`src/hdl/bnsi_pkg.sv`:
```
`default_nettype none

package bnsi_pkg;

  // Largest supported base and derived widths
  localparam int MAX_BASE_CHARS_DEF = 16;
  localparam int CHARS_W            = 128;
  localparam int LEN_W              = 5;
  localparam int ACC_W              = 32;
  localparam int CFG_DATA_W         = 64;
  localparam int CFG_ADDR_W         = 5;

  // Special bytes
  localparam logic [7:0] CHAR_NUL   = 8'd0;
  localparam logic [7:0] CHAR_TAB   = 8'd9;
  localparam logic [7:0] CHAR_CR    = 8'd13;
  localparam logic [7:0] CHAR_SPACE = 8'd32;
  localparam logic [7:0] CHAR_PLUS  = 8'd43;
  localparam logic [7:0] CHAR_MINUS = 8'd45;

  // Register indexes (byte address is 8 * index)
  typedef enum logic [1:0] {
    REG_CHARS_LOW  = 2'd0,
    REG_CHARS_HIGH = 2'd1,
    REG_LENGTH     = 2'd2,
    REG_NONE       = 2'd3
  } reg_idx_t;

  typedef enum logic [1:0] {
    PH_SPACE = 2'd0,
    PH_SIGN  = 2'd1,
    PH_DIGIT = 2'd2,
    PH_IDLE  = 2'd3
  } phase_t;

endpackage

`default_nettype wire

```
`src/hdl/bnsi_digit_match.sv`:
```
`default_nettype none

module bnsi_digit_match #(
  parameter int MAX_BASE_CHARS = bnsi_pkg::MAX_BASE_CHARS_DEF,
  parameter int DIG_W          = $clog2(MAX_BASE_CHARS)
) (
  input  wire logic [bnsi_pkg::CHARS_W-1:0] chars,
  input  wire logic [bnsi_pkg::LEN_W-1:0]   used_len,
  input  wire logic [7:0]                   character,
  output logic                              hit,
  output logic [DIG_W-1:0]                  digit
);
  import bnsi_pkg::*;

  logic [MAX_BASE_CHARS-1:0] match;

  always_comb begin
    for (int k = 0; k < MAX_BASE_CHARS; k++) begin
      match[k] = (LEN_W'(k) < used_len) && (chars[8*k +: 8] == character);
    end
  end

  // Lowest matching index wins
  always_comb begin
    hit   = |match;
    digit = '0;
    for (int k = MAX_BASE_CHARS - 1; k >= 0; k--) begin
      if (match[k]) begin
        digit = DIG_W'(k);
      end
    end
  end

endmodule

`default_nettype wire

```
`src/hdl/bnsi_base_check.sv`:
```
`default_nettype none

module bnsi_base_check #(
  parameter int MAX_BASE_CHARS = bnsi_pkg::MAX_BASE_CHARS_DEF
) (
  input  wire logic [bnsi_pkg::CHARS_W-1:0] chars,
  input  wire logic [bnsi_pkg::LEN_W-1:0]   base_length,
  output logic                              invalid
);
  import bnsi_pkg::*;

  logic [MAX_BASE_CHARS-1:0] bad_char;
  logic [MAX_BASE_CHARS-1:0] dup_char;
  logic                      bad_len;

  assign bad_len = (base_length <= LEN_W'(1)) || (base_length > LEN_W'(MAX_BASE_CHARS));

  always_comb begin
    for (int i = 0; i < MAX_BASE_CHARS; i++) begin
      bad_char[i] = (LEN_W'(i) < base_length) &&
                    ((chars[8*i +: 8] == CHAR_NUL) || (chars[8*i +: 8] == CHAR_PLUS) ||
                     (chars[8*i +: 8] == CHAR_MINUS));
      dup_char[i] = 1'b0;
      for (int j = i + 1; j < MAX_BASE_CHARS; j++) begin
        if ((LEN_W'(j) < base_length) && (chars[8*i +: 8] == chars[8*j +: 8])) begin
          dup_char[i] = 1'b1;
        end
      end
    end
  end

  assign invalid = bad_len || (|bad_char) || (|dup_char);

endmodule

`default_nettype wire

```
`src/hdl/base_n_string_to_integer.sv`:
```
`default_nettype none

// Channel     | Direction | Handshake          | Payload
// ------------+-----------+--------------------+------------------------------------
// in_         | input     | in_valid/in_ready  | in_character[7:0]
// out_        | output    | out_valid/out_ready| out_value[31:0] signed, out_base_invalid
// cfg_        | APB slave | psel/penable/pready| paddr[4:0], pwdata/prdata[63:0]
//
// One byte per cycle sustained: each transaction is latched in an input register,
// then digit match, sign handling and one 32x5 multiply-add update the parse state
// in the following cycle. A zero byte loads the result register; it stalls the
// input register only while a previous result still waits on out_ready.
// Reset (rst_n, synchronous) clears the parse state, valids and configuration.
// Base validity is re-registered from the configuration each cycle.

module base_n_string_to_integer #(
  parameter int MAX_BASE_CHARS = bnsi_pkg::MAX_BASE_CHARS_DEF
) (
  input  wire logic                                clk,
  input  wire logic                                rst_n,
  input  wire logic                                in_valid,
  output logic                                     in_ready,
  input  wire logic [7:0]                          in_character,
  output logic                                     out_valid,
  input  wire logic                                out_ready,
  output logic signed [bnsi_pkg::ACC_W-1:0]        out_value,
  output logic                                     out_base_invalid,
  input  wire logic                                cfg_psel,
  input  wire logic                                cfg_penable,
  input  wire logic                                cfg_pwrite,
  input  wire logic [bnsi_pkg::CFG_ADDR_W-1:0]     cfg_paddr,
  input  wire logic [bnsi_pkg::CFG_DATA_W-1:0]     cfg_pwdata,
  output logic [bnsi_pkg::CFG_DATA_W-1:0]          cfg_prdata,
  output logic                                     cfg_pready
);
  import bnsi_pkg::*;

  localparam int DIG_W = (MAX_BASE_CHARS > 1) ? $clog2(MAX_BASE_CHARS) : 1;

  // Configuration registers
  logic [CFG_DATA_W-1:0] chars_low_r;
  logic [CFG_DATA_W-1:0] chars_high_r;
  logic [LEN_W-1:0]      base_length_r;
  logic                  base_invalid_r;
  logic                  base_invalid_nxt;
  reg_idx_t              cfg_idx;
  logic                  cfg_wr;
  logic [CHARS_W-1:0]    chars;
  logic [LEN_W-1:0]      used_len;

  // Input stage
  logic       s1_valid_r;
  logic [7:0] s1_char_r;
  logic       s1_fire;

  // Parse state
  phase_t           phase_r, phase_nxt;
  logic             neg_r, neg_nxt;
  logic [ACC_W-1:0] acc_r, acc_nxt;

  // Result register
  logic             out_valid_r, out_valid_nxt;
  logic [ACC_W-1:0] out_value_r, out_value_nxt;
  logic             out_inv_r, out_inv_nxt;

  logic             is_nul;
  logic             is_space;
  logic             is_sign;
  logic             dig_hit;
  logic [DIG_W-1:0] dig_idx;
  logic [ACC_W-1:0] acc_mac;

  // ---------------- configuration port ----------------
  assign cfg_pready = 1'b1;
  assign cfg_idx    = reg_idx_t'(cfg_paddr[4:3]);
  assign cfg_wr     = cfg_psel && cfg_penable && cfg_pwrite && cfg_pready;

  always_ff @(posedge clk) begin
    if (!rst_n) begin
      chars_low_r    <= '0;
      chars_high_r   <= '0;
      base_length_r  <= '0;
      base_invalid_r <= 1'b1;
    end else begin
      base_invalid_r <= base_invalid_nxt;
      if (cfg_wr) begin
        case (cfg_idx)
          REG_CHARS_LOW:  chars_low_r   <= cfg_pwdata;
          REG_CHARS_HIGH: chars_high_r  <= cfg_pwdata;
          REG_LENGTH:     base_length_r <= cfg_pwdata[LEN_W-1:0];
          default:        ;
        endcase
      end
    end
  end

  always_comb begin
    case (cfg_idx)
      REG_CHARS_LOW:  cfg_prdata = chars_low_r;
      REG_CHARS_HIGH: cfg_prdata = chars_high_r;
      REG_LENGTH:     cfg_prdata = CFG_DATA_W'(base_length_r);
      default:        cfg_prdata = '0;
    endcase
  end

  assign chars    = {chars_high_r, chars_low_r};
  // Cap the radix at the number of compared characters
  assign used_len = (base_length_r > LEN_W'(MAX_BASE_CHARS)) ? LEN_W'(MAX_BASE_CHARS)
                                                             : base_length_r;

  bnsi_base_check #(
    .MAX_BASE_CHARS(MAX_BASE_CHARS)
  ) u_base_check (
    .chars      (chars),
    .base_length(base_length_r),
    .invalid    (base_invalid_nxt)
  );

  bnsi_digit_match #(
    .MAX_BASE_CHARS(MAX_BASE_CHARS),
    .DIG_W         (DIG_W)
  ) u_digit_match (
    .chars    (chars),
    .used_len (used_len),
    .character(s1_char_r),
    .hit      (dig_hit),
    .digit    (dig_idx)
  );

  // ---------------- input register ----------------
  // Hold a zero byte only while the previous result is still waiting.
  assign s1_fire  = s1_valid_r && !(is_nul && out_valid_r && !out_ready);
  assign in_ready = !s1_valid_r || s1_fire;

  always_ff @(posedge clk) begin
    if (!rst_n) begin
      s1_valid_r <= 1'b0;
    end else if (in_ready) begin
      s1_valid_r <= in_valid;
    end
  end

  always_ff @(posedge clk) begin
    if (in_ready && in_valid) begin
      s1_char_r <= in_character;
    end
  end

  // ---------------- parse step ----------------
  assign is_nul   = (s1_char_r == CHAR_NUL);
  assign is_space = ((s1_char_r >= CHAR_TAB) && (s1_char_r <= CHAR_CR)) ||
                    (s1_char_r == CHAR_SPACE);
  assign is_sign  = (s1_char_r == CHAR_PLUS) || (s1_char_r == CHAR_MINUS);
  assign acc_mac  = acc_r * ACC_W'(used_len) + ACC_W'(dig_idx);

  always_comb begin
    phase_nxt     = phase_r;
    neg_nxt       = neg_r;
    acc_nxt       = acc_r;
    out_value_nxt = out_value_r;
    out_inv_nxt   = out_inv_r;
    out_valid_nxt = out_valid_r && !out_ready;
    if (s1_fire) begin
      if (is_nul) begin
        // Emit the result and go back to the start state
        out_valid_nxt = 1'b1;
        out_inv_nxt   = base_invalid_r;
        if (base_invalid_r) begin
          out_value_nxt = '0;
        end else if (neg_r) begin
          out_value_nxt = '0 - acc_r;
        end else begin
          out_value_nxt = acc_r;
        end
        phase_nxt = PH_SPACE;
        neg_nxt   = 1'b0;
        acc_nxt   = '0;
      end else begin
        case (phase_r)
          PH_SPACE, PH_SIGN: begin
            if (phase_r == PH_SPACE && is_space) begin
              phase_nxt = PH_SPACE;
            end else if (is_sign) begin
              phase_nxt = PH_SIGN;
              neg_nxt   = neg_r ^ (s1_char_r == CHAR_MINUS);
            end else if (dig_hit) begin
              phase_nxt = PH_DIGIT;
              acc_nxt   = acc_mac;
            end else begin
              phase_nxt = PH_IDLE;
            end
          end
          PH_DIGIT: begin
            if (dig_hit) begin
              acc_nxt = acc_mac;
            end else begin
              phase_nxt = PH_IDLE;
            end
          end
          default: begin
            // Drop bytes until the terminator
            phase_nxt = PH_IDLE;
          end
        endcase
      end
    end
  end

  always_ff @(posedge clk) begin
    if (!rst_n) begin
      phase_r     <= PH_SPACE;
      neg_r       <= 1'b0;
      acc_r       <= '0;
      out_valid_r <= 1'b0;
    end else begin
      phase_r     <= phase_nxt;
      neg_r       <= neg_nxt;
      acc_r       <= acc_nxt;
      out_valid_r <= out_valid_nxt;
    end
  end

  always_ff @(posedge clk) begin
    out_value_r <= out_value_nxt;
    out_inv_r   <= out_inv_nxt;
  end

  assign out_valid        = out_valid_r;
  assign out_value        = out_value_r;
  assign out_base_invalid = out_inv_r;

endmodule

`default_nettype wire

```
`config.mk`:
```
export PLATFORM = sky130hd
export DESIGN_NAME = base_n_string_to_integer
export DESIGN_NICKNAME = d
export VERILOG_FILES = /design/src/hdl/bnsi_pkg.sv /design/src/hdl/bnsi_digit_match.sv /design/src/hdl/bnsi_base_check.sv /design/src/hdl/base_n_string_to_integer.sv
export SDC_FILE = /design/constraint.sdc
export NUM_CORES = 2
export LEC_CHECK = 0
export BUFFER_PORTS_ARGS = -buffer_cell sky130_fd_sc_hd__buf_2
export CORE_ASPECT_RATIO = 0.5
export CORE_UTILIZATION = 40
export CTS_CLUSTER_DIAMETER = 30
export DETAILED_ROUTE_END_ITERATION = 10
export PLACE_DENSITY = 0.64
export RECOVER_POWER = 25
export SLEW_MARGIN = 20
export SYNTH_ARGS = -nofsm -noshare
export SYNTH_HDL_FRONTEND = slang
export SYNTH_SLANG_ARGS = --single-unit
```
`constraint.sdc`:
```
create_clock -name clk -period 14.6 [get_ports clk]
set_input_delay 2.92 -clock clk [delete_from_list [all_inputs] [get_ports clk]]
set_output_delay 2.92 -clock clk [all_outputs]
set_load 0.1 [all_outputs]
```
# Yosys cells after proc, flatten, opt, wreduce, memory -nomap -nowiden
# Index checks and enable logic that the tools add are counted.
# W data, S select, Z words.
dict set report totals {
  reg_bits 212
  in_bits 84
  wordCells 622
}
dict set report op_classes {
  addsub 2
  n_mul 1
  magnitude_cmp 36
  n_eq_ne 179
  muxes 156
  bitwise_logic 1
  reduce_logical 235
}
# operator count
set ops {}
lappend ops {{$eq A8 B8 Y1} 136}
lappend ops {{$eq A8 B6 Y1 const B} 35}
lappend ops {{$pmux W64 S3} 1}
lappend ops {{$logic_and A1 B1 Y1} 161}
lappend ops {{$mux W32} 5}
lappend ops {{$logic_not A8 Y1} 17}
lappend ops {{$mux W1} 127}
lappend ops {{$lt A4 B5 Y1 const A} 16}
lappend ops {{$mux W4} 16}
lappend ops {{$pmux W32 S2} 1}
lappend ops {{$lt A3 B5 Y1 const A} 8}
lappend ops {{$logic_or A1 B1 Y1} 38}
lappend ops {{$add A32 B4 Y32} 1}
lappend ops {{$mul A32 B5 Y32} 1}
lappend ops {{$reduce_or A16 Y1} 2}
lappend ops {{$sub A1 B32 Y32 const A} 1}
lappend ops {{$lt A1 B5 Y1 const A} 4}
lappend ops {{$lt A2 B5 Y1 const A} 4}
lappend ops {{$reduce_or A15 Y1} 1}
lappend ops {{$reduce_and A2 Y1} 5}
lappend ops {{$ne A3 B3 Y1 const B} 3}
lappend ops {{$ge A8 B4 Y1 const B} 1}
lappend ops {{$le A8 B4 Y1 const B} 1}
lappend ops {{$mux W2} 4}
lappend ops {{14 further kinds} 21}

# Depth between registers and ports, before layout
dict set report depth {
  word_depth 26
  depth_mapped 25
  mapped_depth_nobuf 22
}

# Cells and area by module
# Synthesis repeated with hierarchy kept, for this count alone.
dict set report hier_totals {
  hier_cells 3663
  area_unflattened_um2 28939.0
}
# module n_inst cells_each area_per_inst_um2 seq_area_each_um2
set by_module_without_submodules {}
lappend by_module_without_submodules {base_n_string_to_integer 1 1682 14054.7 4654.5}
lappend by_module_without_submodules {bnsi_base_check 1 1730 12859.8 0.0}
lappend by_module_without_submodules {bnsi_digit_match 1 251 2024.4 0.0}

# Least setup slack after synthesis
# No wires, ideal clock.
dict set report synth_path {
  path_kind {input-to-output}
  start {in cfg_paddr[3] in the netlist's numbering}
  end {out cfg_prdata[4] in the netlist's numbering}
  arrival_time_ns 5.825
  required_time_ns 11.680
  path_slack_ns 5.855
  stages 4
  n_path_buf 2
  cell_sequence {clkbuf_1 -> clkbuf_1 -> mux2i_1 -> o21ai_0}
}
dict set report synth_via {
  elab_chain_len 2
  elab_cells_between_ends 4
  cone_classes {eq/ne: 2; mux: 1; reduce/logical: 1}
}
# item line
set synth_lines {}
lappend synth_lines {{start: declaration} base_n_string_to_integer.sv:31} ;# input wire logic [bnsi_pkg::CFG_ADDR_W-1:0] cfg_paddr,
lappend synth_lines {{$eq A2 B2 Y1 (tied with other cells)} base_n_string_to_integer.sv:98} ;# case (cfg_idx)
lappend synth_lines {{$pmux W64 S3 *} base_n_string_to_integer.sv:98}
lappend synth_lines {{end: declaration} base_n_string_to_integer.sv:33} ;# output logic [bnsi_pkg::CFG_DATA_W-1:0] cfg_prdata,
# Every way passes the cells marked *; elsewhere a longest branch is shown, timed or not.

# Final worst setup path
dict set report layout_path {
  start {in cfg_paddr[3] in the netlist's numbering}
  end {out cfg_prdata[55] in the netlist's numbering}
}
# The elaborated chain is that of the path after synthesis.

==> results.tsv <==
metric	value	unit
status	complete, but fails checks	
failing checks	capacitance limit, slew limit	
final setup fails	0	
Post-DP HPWL	69.12	mm
dominant synthesized flop cell	dfxtp_1	
post-synth top area share	20.89	%
worst path arrival time	4.98	ns
Remaining Overflow, GRT	0	
Setup Skew	0.03582	ns
TNS Setup	0	ns
Setup Buffers After CTS	0	
DIE WIDTH	379.0	um
Synth-to-Final Area Change	10.67	%
Cell Area, Synth	0.02843	mm2
max_cap viols	3	
peak supply drop	0.00007582	V
Async SR Flop Fraction	0	%
Fmax achieved	0.1267	GHz
core area	0.06960	mm2
Final #Nets	3860	
CTS buffer count	47	
Fin. Hold Viols	0	
clock latency at the later pin of the worst-skew pair	0.62	ns
Cell Pwr Density	63.47	mW/mm2
crit end category	output pin	
FP Rows	68	
EDFF count, synth	41	
# resized after CTS	0	
Initial Util	40.85	%
FF-to-FF Start	base_length_r[4]$_SDFFE_PN0P_	
Slew headroom	-120.3	%
vias per inst	6.044	
initial drt markers	3358	
clk sinks	212	
drt wl/cell	24.11	um
Max Slew Vio Count	153	
layout cells sized above 1	12.09	%
CP startpoint	cfg_paddr[3]	
clock root cell	clkbuf_16	
cells on worst reg2reg path	23	
hold path depth	2	
hold path startpoint	phase_r[0]$_SDFFE_PN0P_	
post-synth cell types	78	
first-pass GRT wire length	166.0	mm
clock slew at reported path FFs	0.05	ns
vias in the first global route	26750	
H-tree levels	2	
Die Ht	190.5	um
RD Place Congestion	1.024	
Seq cells post-synth	212	
actual slew at the worst max-slew pin	3.286	ns
synthesized net count	3880	
CTS max path bufs	3	
drt drc	0	
syn_area_per_cell	7.796	um2
Final Cycle Share	54.08	%
largest net degree at the start of global routing	86	
IO Port Bufs	179	
CTS tree	done	
Syn. warnings	0	
via count	27860	
Top Ports	184	
Startpoint Class	primary input	
Required @ worst endpoint	11.68	ns
largest area contributor in the netlist	xnor2_1	
Hold Path Class	flip-flop to flip-flop	
final wirelength	111.1	mm
initial antenna violation count	6	
Pre-Repair DR Iteration Count	9	
CP Max Fanout	58	
Final min period	7.895	ns
LEAKAGE	14.09	nW
WS Path Type	primary input to output pin	
Routed Antenna Nets	0	
post-synthesis sequential area ratio	16.37	%
Cells after Synth	3647	
die area	0.07221	mm2
fin util	45.21	%
GRT Total Usage	30.21	%
top cells by area, synth	xnor2_1, xor2_1, dfxtp_1	
RSZ-0062 raised after global routing	no	
Hold-fix buffers, CTS	0	
==> layout make-up <==
cell class / instances / area [um2]
repair buffers: 339 / 2088
clock buffers: 58 / 1320
inverters: 77 / 290.3
well taps: 945 / 1182
clock inverters: 27 / 299.0
fillers: 6879 / 38130
multi-input cells: 2950 / 21620
diodes: 2 / 5.005
flip-flops and latches: 212 / 4656
==> logic make-up (layout without fill, tap and decap cells) <==
family	count (synthesis)	in the layout	synth area share (%)
other cells	1	3	0.01319
fa+ha+maj	149	149	8.828
buf+inv	485	501	7.626
compound gates	416	416	8.995
flops	212	212	16.37
xor+xnor	1151	1151	35.46
mux	71	71	2.500
simple gates	1162	1162	20.21
==> sequential cells by signal, indices dropped and copies added (netlist names) <==
name / flops
acc_r: 32
s1_char_r: 8
chars_high_r: 64
out_value: 32
chars_low_r: 64
phase_r: 2
s1_valid_r: 1
neg_r: 1
base_length_r: 5
base_invalid_r: 1
out_valid: 1
out_base_invalid: 1
==> layer usage <==
metal	share of wire, %	up-vias	global-route usage, %
li1	-	12110	-
met1	38	13310	38.44
met2	42	1877	45.54
met3	13	552	8.622
met4	6.3	6	17.45
met5	0.033	-	0
==> critical path: stages <==
cell,delay (ns)
buf_4,0.23
buf_4,0.87
mux2i_1,0.33
nor2_1,0.14
buf_2,0.43
==> cell usage after synthesis, drive strengths merged (3+ instances only) <==
| cell | count |
|---|---|
| xnor2 | 678 |
| xor2 | 473 |
| nand2 | 441 |
| buf | 304 |
| a21oi | 212 |
| nand4 | 176 |
| dfxtp | 171 |
| nor2 | 162 |
| nor4 | 130 |
| clkbuf | 104 |
| fa | 86 |
| inv | 77 |
| mux2i | 71 |
| ha | 63 |
| and2 | 62 |
| nor3 | 56 |
| nand3 | 54 |
| o21ai | 50 |
| edfxtp | 41 |
| or4 | 25 |
| a31oi | 20 |
| or3 | 17 |
| o22ai | 16 |
| a21o | 11 |
| o31ai | 11 |
| a22oi | 10 |
| nor2b | 9 |
| o211ai | 9 |
| a2111oi | 8 |
| o2111ai | 8 |
| o21bai | 8 |
| o41ai | 8 |
| a211oi | 7 |
| nand2b | 7 |
| o311ai | 6 |
| and3 | 5 |
| a41oi | 4 |
| o21a | 4 |
| o31a | 4 |
| or2 | 4 |
| a211o | 3 |
| a311o | 3 |
| nor3b | 3 |
| nor4b | 3 |
==> final timing paths <==
| kind | end | slack, ns |
|---|---|---|
| max | cfg_prdata[55] | 6.70 |
| min | phase_r[0]$_SDFFE_PN0P_ | 0.48 |
| max reg2reg | acc_r[24]$_SDFFE_PN0P_ | 7.51 |
| min reg2reg | phase_r[0]$_SDFFE_PN0P_ | 0.48 |
==> through the flow <==
step / power [W] / cell area (um2) / cells / setup WS, ns / hold slack (ns)
floorplan: 0.0008311 / 28430 / 3647 / 5.855 / 0.4493
global placement: 0.0009063 / 29880 / 4523 / 6.782 / 0.4616
detailed placement: 0.0009137 / 29890 / 4523 / 6.780 / 0.4792
CTS: 0.002005 / 31510 / 4608 / 6.774 / 0.4859
global route: 0.002057 / 31460 / 4609 / 6.446 / 0.5106
finish: 0.001997 / 31470 / 4610 / 6.705 / 0.4844
==> power by group <==
part	switching (W)	internal (W)	leakage, nW
combinational	0.000195	0.000110	11.5
clock	0.000397	0.000688	0.795
sequential	0.00000379	0.000603	1.77
total	0.000596	0.00140	14.1
==> placed cells by master (no fill, tap or decap), drive strengths merged, types with 86 or more instances in the layout <==
cell type | netlist | layout
a21oi | 212 | 212
nand2 | 441 | 441
xnor2 | 678 | 678
xor2 | 473 | 473
nor2 | 162 | 162
fa | 86 | 86
nor4 | 130 | 130
dfxtp | 171 | 171
nand4 | 176 | 176
buf | 304 | 334
(Power assumes the default switching activity.)
